`src/rtl/core/ppfc_pkg.sv`:
```
// Package for the PNG pixel format converter.
// Format codes, the four-channel transaction type and the divide-by-0x101 helper.
// No dependencies.
package ppfc_pkg;

   typedef enum logic [3:0] {
      FMT_GS1    = 4'd0,
      FMT_GS2    = 4'd1,
      FMT_GS4    = 4'd2,
      FMT_GS8    = 4'd3,
      FMT_GS16   = 4'd4,
      FMT_GSA8   = 4'd5,
      FMT_GSA16  = 4'd6,
      FMT_RGB8   = 4'd7,
      FMT_RGB16  = 4'd8,
      FMT_RGBA8  = 4'd9,
      FMT_RGBA16 = 4'd10
   } fmt_type;

   typedef enum logic {
      CSR_SOURCE_FORMAT = 1'b0,
      CSR_TARGET_FORMAT = 1'b1
   } csr_idx_type;

   localparam int unsigned FMT_W = 4;

   typedef struct packed {
      logic [15:0] r;
      logic [15:0] g;
      logic [15:0] b;
      logic [15:0] a;
   } chan_type;

   // floor(v / 257): v = 256h + l, quotient is h when l >= h, else h - 1
   function automatic logic [7:0] div257(input logic [15:0] v);
      logic [7:0] h;
      h = v[15:8];
      return (v[7:0] >= h) ? h : h - 8'd1;
   endfunction

endpackage

```
`src/rtl/core/ppfc_expand.sv`:
```
// Expands a packed source pixel to four 16-bit channels.
// Depends on ppfc_pkg.
module ppfc_expand
   import ppfc_pkg::*;
(
   input  logic [63:0]      pixel,
   input  logic [FMT_W-1:0] fmt,
   output chan_type         ch
);

   always_comb begin
      ch = '{r: 16'd0, g: 16'd0, b: 16'd0, a: 16'hFFFF};
      unique case (fmt)
         FMT_GS1: begin
            ch.r = {16{pixel[0]}};
            ch.g = ch.r;
            ch.b = ch.r;
         end
         FMT_GS2: begin
            ch.r = {8{pixel[1:0]}};
            ch.g = ch.r;
            ch.b = ch.r;
         end
         FMT_GS4: begin
            ch.r = {4{pixel[3:0]}};
            ch.g = ch.r;
            ch.b = ch.r;
         end
         FMT_GS8: begin
            ch.r = {2{pixel[7:0]}};
            ch.g = ch.r;
            ch.b = ch.r;
         end
         FMT_GS16: begin
            ch.r = pixel[15:0];
            ch.g = ch.r;
            ch.b = ch.r;
         end
         FMT_GSA8: begin
            ch.r = {2{pixel[15:8]}};
            ch.g = ch.r;
            ch.b = ch.r;
            ch.a = {2{pixel[7:0]}};
         end
         FMT_GSA16: begin
            ch.r = pixel[31:16];
            ch.g = ch.r;
            ch.b = ch.r;
            ch.a = pixel[15:0];
         end
         FMT_RGB8: begin
            ch.r = {2{pixel[23:16]}};
            ch.g = {2{pixel[15:8]}};
            ch.b = {2{pixel[7:0]}};
         end
         FMT_RGB16: begin
            ch.r = pixel[47:32];
            ch.g = pixel[31:16];
            ch.b = pixel[15:0];
         end
         FMT_RGBA8: begin
            ch.r = {2{pixel[31:24]}};
            ch.g = {2{pixel[23:16]}};
            ch.b = {2{pixel[15:8]}};
            ch.a = {2{pixel[7:0]}};
         end
         default: begin
            ch.r = pixel[63:48];
            ch.g = pixel[47:32];
            ch.b = pixel[31:16];
            ch.a = pixel[15:0];
         end
      endcase
   end

endmodule

```
`src/rtl/core/ppfc_pack.sv`:
```
// Packs four 16-bit channels into the target format and flags unsupported pairs.
// Depends on ppfc_pkg.
module ppfc_pack
   import ppfc_pkg::*;
(
   input  chan_type         ch,
   input  logic [FMT_W-1:0] src,
   input  logic [FMT_W-1:0] tgt,
   output logic [63:0]      pixel,
   output logic             unsupported
);

   logic [17:0] sum;
   logic [37:0] prod;
   logic [15:0] q3;
   logic [7:0]  grey8;
   logic [3:0]  d4;
   logic [3:0]  grey4;
   logic [1:0]  d2;
   logic [1:0]  grey2;
   logic        grey1;
   logic [7:0]  r8;
   logic [7:0]  g8;
   logic [7:0]  b8;
   logic [7:0]  a8;
   logic [63:0] grey_rgb;
   logic        src_rgba;
   logic        alpha_check;

   // sum / 3 by reciprocal, exact for sum < 2^19
   assign sum  = {2'b00, ch.r} + {2'b00, ch.g} + {2'b00, ch.b};
   assign prod = sum * 20'h2AAAB;
   assign q3   = prod[34:19];

   assign grey8 = div257(q3);
   assign d4    = q3[15:12];
   assign grey4 = (q3 >= {4{d4}}) ? d4 : d4 - 4'd1;
   assign d2    = q3[15:14];
   assign grey2 = (q3 >= {8{d2}}) ? d2 : d2 - 2'd1;
   assign grey1 = &q3;

   assign r8 = div257(ch.r);
   assign g8 = div257(ch.g);
   assign b8 = div257(ch.b);
   assign a8 = div257(ch.a);

   always_comb begin
      case (tgt)
         FMT_GS1:   grey_rgb = {63'd0, grey1};
         FMT_GS2:   grey_rgb = {62'd0, grey2};
         FMT_GS4:   grey_rgb = {60'd0, grey4};
         FMT_GS8:   grey_rgb = {56'd0, grey8};
         FMT_GS16:  grey_rgb = {48'd0, q3};
         FMT_GSA8:  grey_rgb = {48'd0, grey8, a8};
         FMT_GSA16: grey_rgb = {32'd0, q3, ch.a};
         FMT_RGB8:  grey_rgb = {40'd0, r8, g8, b8};
         default:   grey_rgb = {16'd0, ch.r, ch.g, ch.b};
      endcase
   end

   assign src_rgba    = (src == FMT_RGBA8) || (src == FMT_RGBA16);
   assign alpha_check = !((src == FMT_RGBA8) && ((tgt == FMT_RGB8) || (tgt == FMT_RGB16)));

   always_comb begin
      pixel       = 64'd0;
      unsupported = 1'b0;
      if ((src > FMT_RGBA16) || (tgt > FMT_RGBA16)) begin
         unsupported = 1'b1;
      end else if (tgt == FMT_RGBA16) begin
         if (src == FMT_RGBA16) begin
            unsupported = 1'b1;
         end else begin
            pixel = {ch.r, ch.g, ch.b, ch.a};
         end
      end else if (tgt == FMT_RGBA8) begin
         if (src == FMT_RGBA8) begin
            unsupported = 1'b1;
         end else begin
            pixel = {32'd0, r8, g8, b8, a8};
         end
      end else if (src_rgba) begin
         if (!(alpha_check && (ch.a == 16'd0))) begin
            pixel = grey_rgb;
         end
      end else begin
         unsupported = 1'b1;
      end
   end

endmodule

```
`src/rtl/core/png_pixel_format_converter.sv`:
```
// PNG pixel format converter, top level: format registers, input and result registers.
// An accepted transaction is held in the input registers, then its result in the result
// registers, which drive the strobe. Throughput: one pixel per cycle; busy stays low.
// Critical path: channel sum, one 18x20 constant multiply and the grey compare.
// Reset (synchronous): source RGBA16, target RGBA8, no transaction in flight.
// Depends on ppfc_pkg, ppfc_expand and ppfc_pack.
module png_pixel_format_converter
   import ppfc_pkg::*;
(
   input  logic             clock,
   input  logic             reset,
   input  logic             start,
   output logic             busy,
   input  logic [63:0]      req_pixel_in,
   output logic             rsp_strobe,
   output logic [63:0]      rsp_pixel_out,
   output logic             rsp_unsupported,
   input  logic             csr_we,
   input  logic             csr_index,
   input  logic [FMT_W-1:0] csr_wdata
);

   logic [FMT_W-1:0] src_ff;
   logic [FMT_W-1:0] tgt_ff;
   logic             vld_ff;
   logic [63:0]      pix_ff;
   logic             rsp_strobe_ff;
   logic [63:0]      rsp_pixel_ff;
   logic             rsp_unsup_ff;
   logic [63:0]      rsp_pixel_in;
   logic             rsp_unsup_in;
   chan_type         ch;

   assign busy = 1'b0;

   always_ff @(posedge clock) begin
      if (reset) begin
         src_ff <= FMT_RGBA16;
         tgt_ff <= FMT_RGBA8;
      end else if (csr_we) begin
         unique case (csr_idx_type'(csr_index))
            CSR_SOURCE_FORMAT: src_ff <= csr_wdata;
            CSR_TARGET_FORMAT: tgt_ff <= csr_wdata;
            default: ;
         endcase
      end
   end

   always_ff @(posedge clock) begin
      if (reset) begin
         vld_ff        <= 1'b0;
         rsp_strobe_ff <= 1'b0;
      end else begin
         vld_ff        <= start && !busy;
         rsp_strobe_ff <= vld_ff;
      end
   end

   always_ff @(posedge clock) begin
      if (start && !busy) begin
         pix_ff <= req_pixel_in;
      end
      rsp_pixel_ff <= rsp_pixel_in;
      rsp_unsup_ff <= rsp_unsup_in;
   end

   ppfc_expand u_expand (
      .pixel (pix_ff),
      .fmt   (src_ff),
      .ch    (ch)
   );

   ppfc_pack u_pack (
      .ch          (ch),
      .src         (src_ff),
      .tgt         (tgt_ff),
      .pixel       (rsp_pixel_in),
      .unsupported (rsp_unsup_in)
   );

   assign rsp_strobe      = rsp_strobe_ff;
   assign rsp_pixel_out   = rsp_pixel_ff;
   assign rsp_unsupported = rsp_unsup_ff;

`ifndef SYNTHESIS
   a_latency: assert property (@(posedge clock) disable iff (reset)
      (start && !busy) |=> ##1 rsp_strobe)
      else $error("accepted transaction not strobed after two cycles");

   a_no_phantom: assert property (@(posedge clock) disable iff (reset)
      rsp_strobe |-> $past(vld_ff))
      else $error("result strobed without a transaction");

   a_unsup_zero: assert property (@(posedge clock) disable iff (reset)
      (rsp_strobe && rsp_unsupported) |-> (rsp_pixel_out == 64'd0))
      else $error("unsupported result carries a non-zero pixel");

   a_bad_code: assert property (@(posedge clock) disable iff (reset)
      (rsp_strobe && (($past(src_ff) > FMT_RGBA16) || ($past(tgt_ff) > FMT_RGBA16)))
      |-> rsp_unsupported)
      else $error("illegal format code not flagged");
`endif

endmodule

```
`config.mk`:
```
export PLATFORM = sky130hd
export DESIGN_NAME = png_pixel_format_converter
export DESIGN_NICKNAME = d
export VERILOG_FILES = /design/src/rtl/core/ppfc_pkg.sv /design/src/rtl/core/ppfc_expand.sv /design/src/rtl/core/ppfc_pack.sv /design/src/rtl/core/png_pixel_format_converter.sv
export SDC_FILE = /design/constraint.sdc
export NUM_CORES = 1
export LEC_CHECK = 0
export BUFFER_PORTS_ARGS = -buffer_cell sky130_fd_sc_hd__buf_2
export CAP_MARGIN = 30
export CORE_ASPECT_RATIO = 1.25
export CORE_UTILIZATION = 55
export DETAILED_ROUTE_END_ITERATION = 8
export PLACE_DENSITY = 0.74
export SLEW_MARGIN = 10
export SYNTH_ARGS = -nofsm -noshare
export SYNTH_HDL_FRONTEND = slang
export SYNTH_HIERARCHICAL = 1
export SYNTH_SLANG_ARGS = --single-unit
```
`constraint.sdc`:
```
create_clock -name clock -period 15.8 [get_ports clock]
set_input_delay 1.58 -clock clock [delete_from_list [all_inputs] [get_ports clock]]
set_output_delay 1.58 -clock clock [all_outputs]
set_load 0.005 [all_outputs]
```
==> reports/qor.tcl <==
set qor(synthToLayoutAreaGrowth_pct) 10.6
set qor(outcome) {completed}
set qor(drive_above_1_share) 0.142
set qor(fillCellCount) 2792
set qor(floorplan.initialDensity) 0.557
set qor(grt_usage) 0.371
set qor(post_synthesis_register_bit_count) 139
set qor(worstHoldPathCells) 1
set qor(setup.worst_path.start_class) {flop}
set qor(max-cap-violations) 0
set qor(hold_ws_ps) 468
set qor(gate_count_post_synth) 1942
set qor(antenna_found_initial) 0
set qor(chipWidth_microns) 160
set qor(ys_types) 107
set qor(maxClockFrequency_mhz) 71.4
set qor(synthesis.yosys.warnings) 6
set qor(reg2reg_setup_slack_ps) 1800
set qor(worst-r2r-cell-count) 48
set qor(placementRows) 72
set qor(final_core_util) 0.616
set qor(per_cell_via_count_in_the_routed_design) 6.16
set qor(regToRegStartpoint) {src_ff[2]}
set qor(critical_path.startpoint) {src_ff[2]}
set qor(postSynthAreaPerCell_sq_um) 8.84
set qor(yosys-top-cells-area) {sky130_fd_sc_hd__ha_1 (16%), sky130_fd_sc_hd__fa_1 (14%), sky130_fd_sc_hd__edfxtp_1 (11%), sky130_fd_sc_hd__dfxtp_1 (8.7%), sky130_fd_sc_hd__inv_1 (6.8%)}
set qor(post_cts_resized) 0
set qor(cts_tree) {yes}
set qor(path_category_of_the_worst_min_delay_check) {reg -> reg}
set qor(route.antenna.remaining_nets) 0
set qor(timing.hold.worst_endpoint) {rsp_strobe}
set qor(critical_path_peak_fanout) 24
set qor(first_global_vias) 15600
set qor(wire_length_reported_by_the_detailed_router_microns) 58300
set qor(buffer_depth_of_the_longest_clock_path) 2
set qor(synth_common_cells) {sky130_fd_sc_hd__inv_1 (310), sky130_fd_sc_hd__ha_1 (222), sky130_fd_sc_hd__a21oi_1 (136), sky130_fd_sc_hd__nor2_1 (136), sky130_fd_sc_hd__fa_1 (122)}
set qor(postCtsSetupRepairBufs) 0
set qor(gp_routability_congestion) 1.02
set qor(synthesis.area_sq_um) 17200
set qor(first_pass_iters) 9
set qor(grt_start_max_net_pins) 66
set qor(cts_buffers) 17
set qor(worstSetupPathType) {reg -> reg}
set qor(ios) 140
set qor(synth_enable_flop_cells) 64
set qor(synth.top_cell.area_share) 0.162
set qor(endpoint_kind) {flop}
set qor(worst_ep_arrival_time_ps) 14370
set qor(die_height_microns) 200
set qor(fraction_of_the_cycle_the_final_worst_path_needs) 0.886
set qor(crit_path_required_time_ps) 16170
set qor(hp-start) {vld_ff}
set qor(finalSetupTns_ps) 0
set qor(coreArea_sq_um) 30800
set qor(cp_slowest_cell) {sky130_fd_sc_hd__dfxtp_1}
set qor(max_slew.worst_pin.slew_ps) 1030
set qor(antenna_diode_count) 0
set qor(cts.reportedPaths.clkPinSlew_ps) 60
set qor(clk-insertion-delay-late_ps) 450
set qor(routed-via-count) 15400
set qor(slowest_delay_ps) 970
set qor(die_area_sq_um) 31900
set qor(drc) 0
set qor(io_buffer_count) 138
set qor(dpl_cell_area_sq_um) 18400
set qor(grt_setup_unrepaired) {false}
set qor(postSynth.topFlopCell) {sky130_fd_sc_hd__dfxtp_1}
set qor(synth.most_common_cell) {sky130_fd_sc_hd__inv_1}
set qor(layout.nets) 2493
set qor(wire_per_inst_microns) 23.3
set qor(detailedPlacementHpwl_microns) 46700
set qor(cts.htree.levels) 4
set qor(setup_viol) 0
set qor(yosysSeqAreaShare) 0.199
set qor(mappedNetlistNets) 2359
set qor(grt_pass1_wl_microns) 89100
set qor(asyncSetResetFlopFracSynth) 0
set qor(clock_sink_count) 139
set qor(r2r-end) {rsp_pixel_out[15]}
set qor(fin_skew_ps) 14.6
set qor(multiInputGateArea_sq_um) 12200
set qor(max-slew-margin-rel) 0.313
set qor(post-route-cell-area_sq_um) 19000
set qor(drv_slew) 0
set qor(finalHoldViolCount) 0
set qor(netlist.top_cell.by_area) {sky130_fd_sc_hd__ha_1}
set qor(globalRouteOverflowTotal) 0
set qor(holdBufCountCts) 0
set qor(seqCellArea_sq_um) 3420
set qor(1st_iter_drt_viols) 1308
set qor(cts.root.buffer_cell) {sky130_fd_sc_hd__clkbuf_16}
set qor(timing.final.crit_period_ps) 14000
[flip-flops by register name, summed over array words and instances (netlist names)]
| register | count |
|---|---|
| rsp_strobe | 1 |
| rsp_unsupported | 1 |
| vld_ff | 1 |
| rsp_pixel_out | 64 |
| tgt_ff | 4 |
| src_ff | 4 |
| pix_ff | 64 |
[through the flow]
stage               setup WS [ps]  std cells
floorplan                    3660       1942
global placement             2230       2464
detailed placement           1970       2464
CTS                          1860       2496
global route                  930       2496
finish                       1800       2496
[logic make-up (layout without fill, tap and decap cells)]
group           count (synthesis)  after routing  synth area share
flops                         139            139             0.199
buf+inv                       390            537            0.0909
simple gates                  463            463             0.140
other cells                     1              1          0.000218
compound gates                484            484             0.197
xor+xnor                       84             84            0.0460
mux                            36             36            0.0221
fa+ha+maj                     345            345             0.305
[how the worst max path moves through the flow]
stage                         to  slack (ps)  depth (start not counted)
4_1_cts        rsp_pixel_out[15]        1860                         49
2_1_floorplan   rsp_pixel_out[7]        3660                         52
5_1_grt        rsp_pixel_out[15]         930                         49
3_3_place_gp   rsp_pixel_out[15]        2230                         49
3_5_place_dp   rsp_pixel_out[15]        1970                         48
6_report       rsp_pixel_out[15]        1800                         48
[worst max-delay path, delay by kind of cell, from the launching register on]
family,cells,cell delay (ps)
flip-flops,1,970
multiplexers,1,310
AO/OA/AOI/OAI,22,4960
AND/OR/NAND/NOR,7,1930
XOR/XNOR,1,500
buffers and inverters,7,1050
adder cells (fa/ha/maj),10,4170
[placed cells by master, fill, tap and decap left out, types with 36 or more instances in the layout]
master and instances:
sky130_fd_sc_hd__o21ai_0 55, sky130_fd_sc_hd__ha_1 222, sky130_fd_sc_hd__dfxtp_1 74, sky130_fd_sc_hd__nand2b_1 36, sky130_fd_sc_hd__nor2_1 135, sky130_fd_sc_hd__inv_1 310
sky130_fd_sc_hd__edfxtp_1 64, sky130_fd_sc_hd__fa_1 122, sky130_fd_sc_hd__a21oi_1 136, sky130_fd_sc_hd__nand2_1 96, sky130_fd_sc_hd__buf_4 51, sky130_fd_sc_hd__buf_2 138
sky130_fd_sc_hd__xnor2_1 71
[metal layers]
metal / GRT usage / share of wire / vias up
met5: 0 / 0 / -
met4: 0.228 / 0.061 / 0
met3: 0.0529 / 0.065 / 197
met2: 0.643 / 0.49 / 731
met1: 0.436 / 0.39 / 7367
li1: - / - / 7081
[cell type report]
type,instances,area share
clock inverter,13,0.00758
timing repair buffer,189,0.0565
multi-input combinational,1413,0.644
tap,407,0.0268
clock buffer,19,0.0228
inverter,316,0.0625
sequential,139,0.180
Power is left out: the tool's default activity adds up to more than one toggle a clock period on the data nets, which glitch-free logic cannot reach.
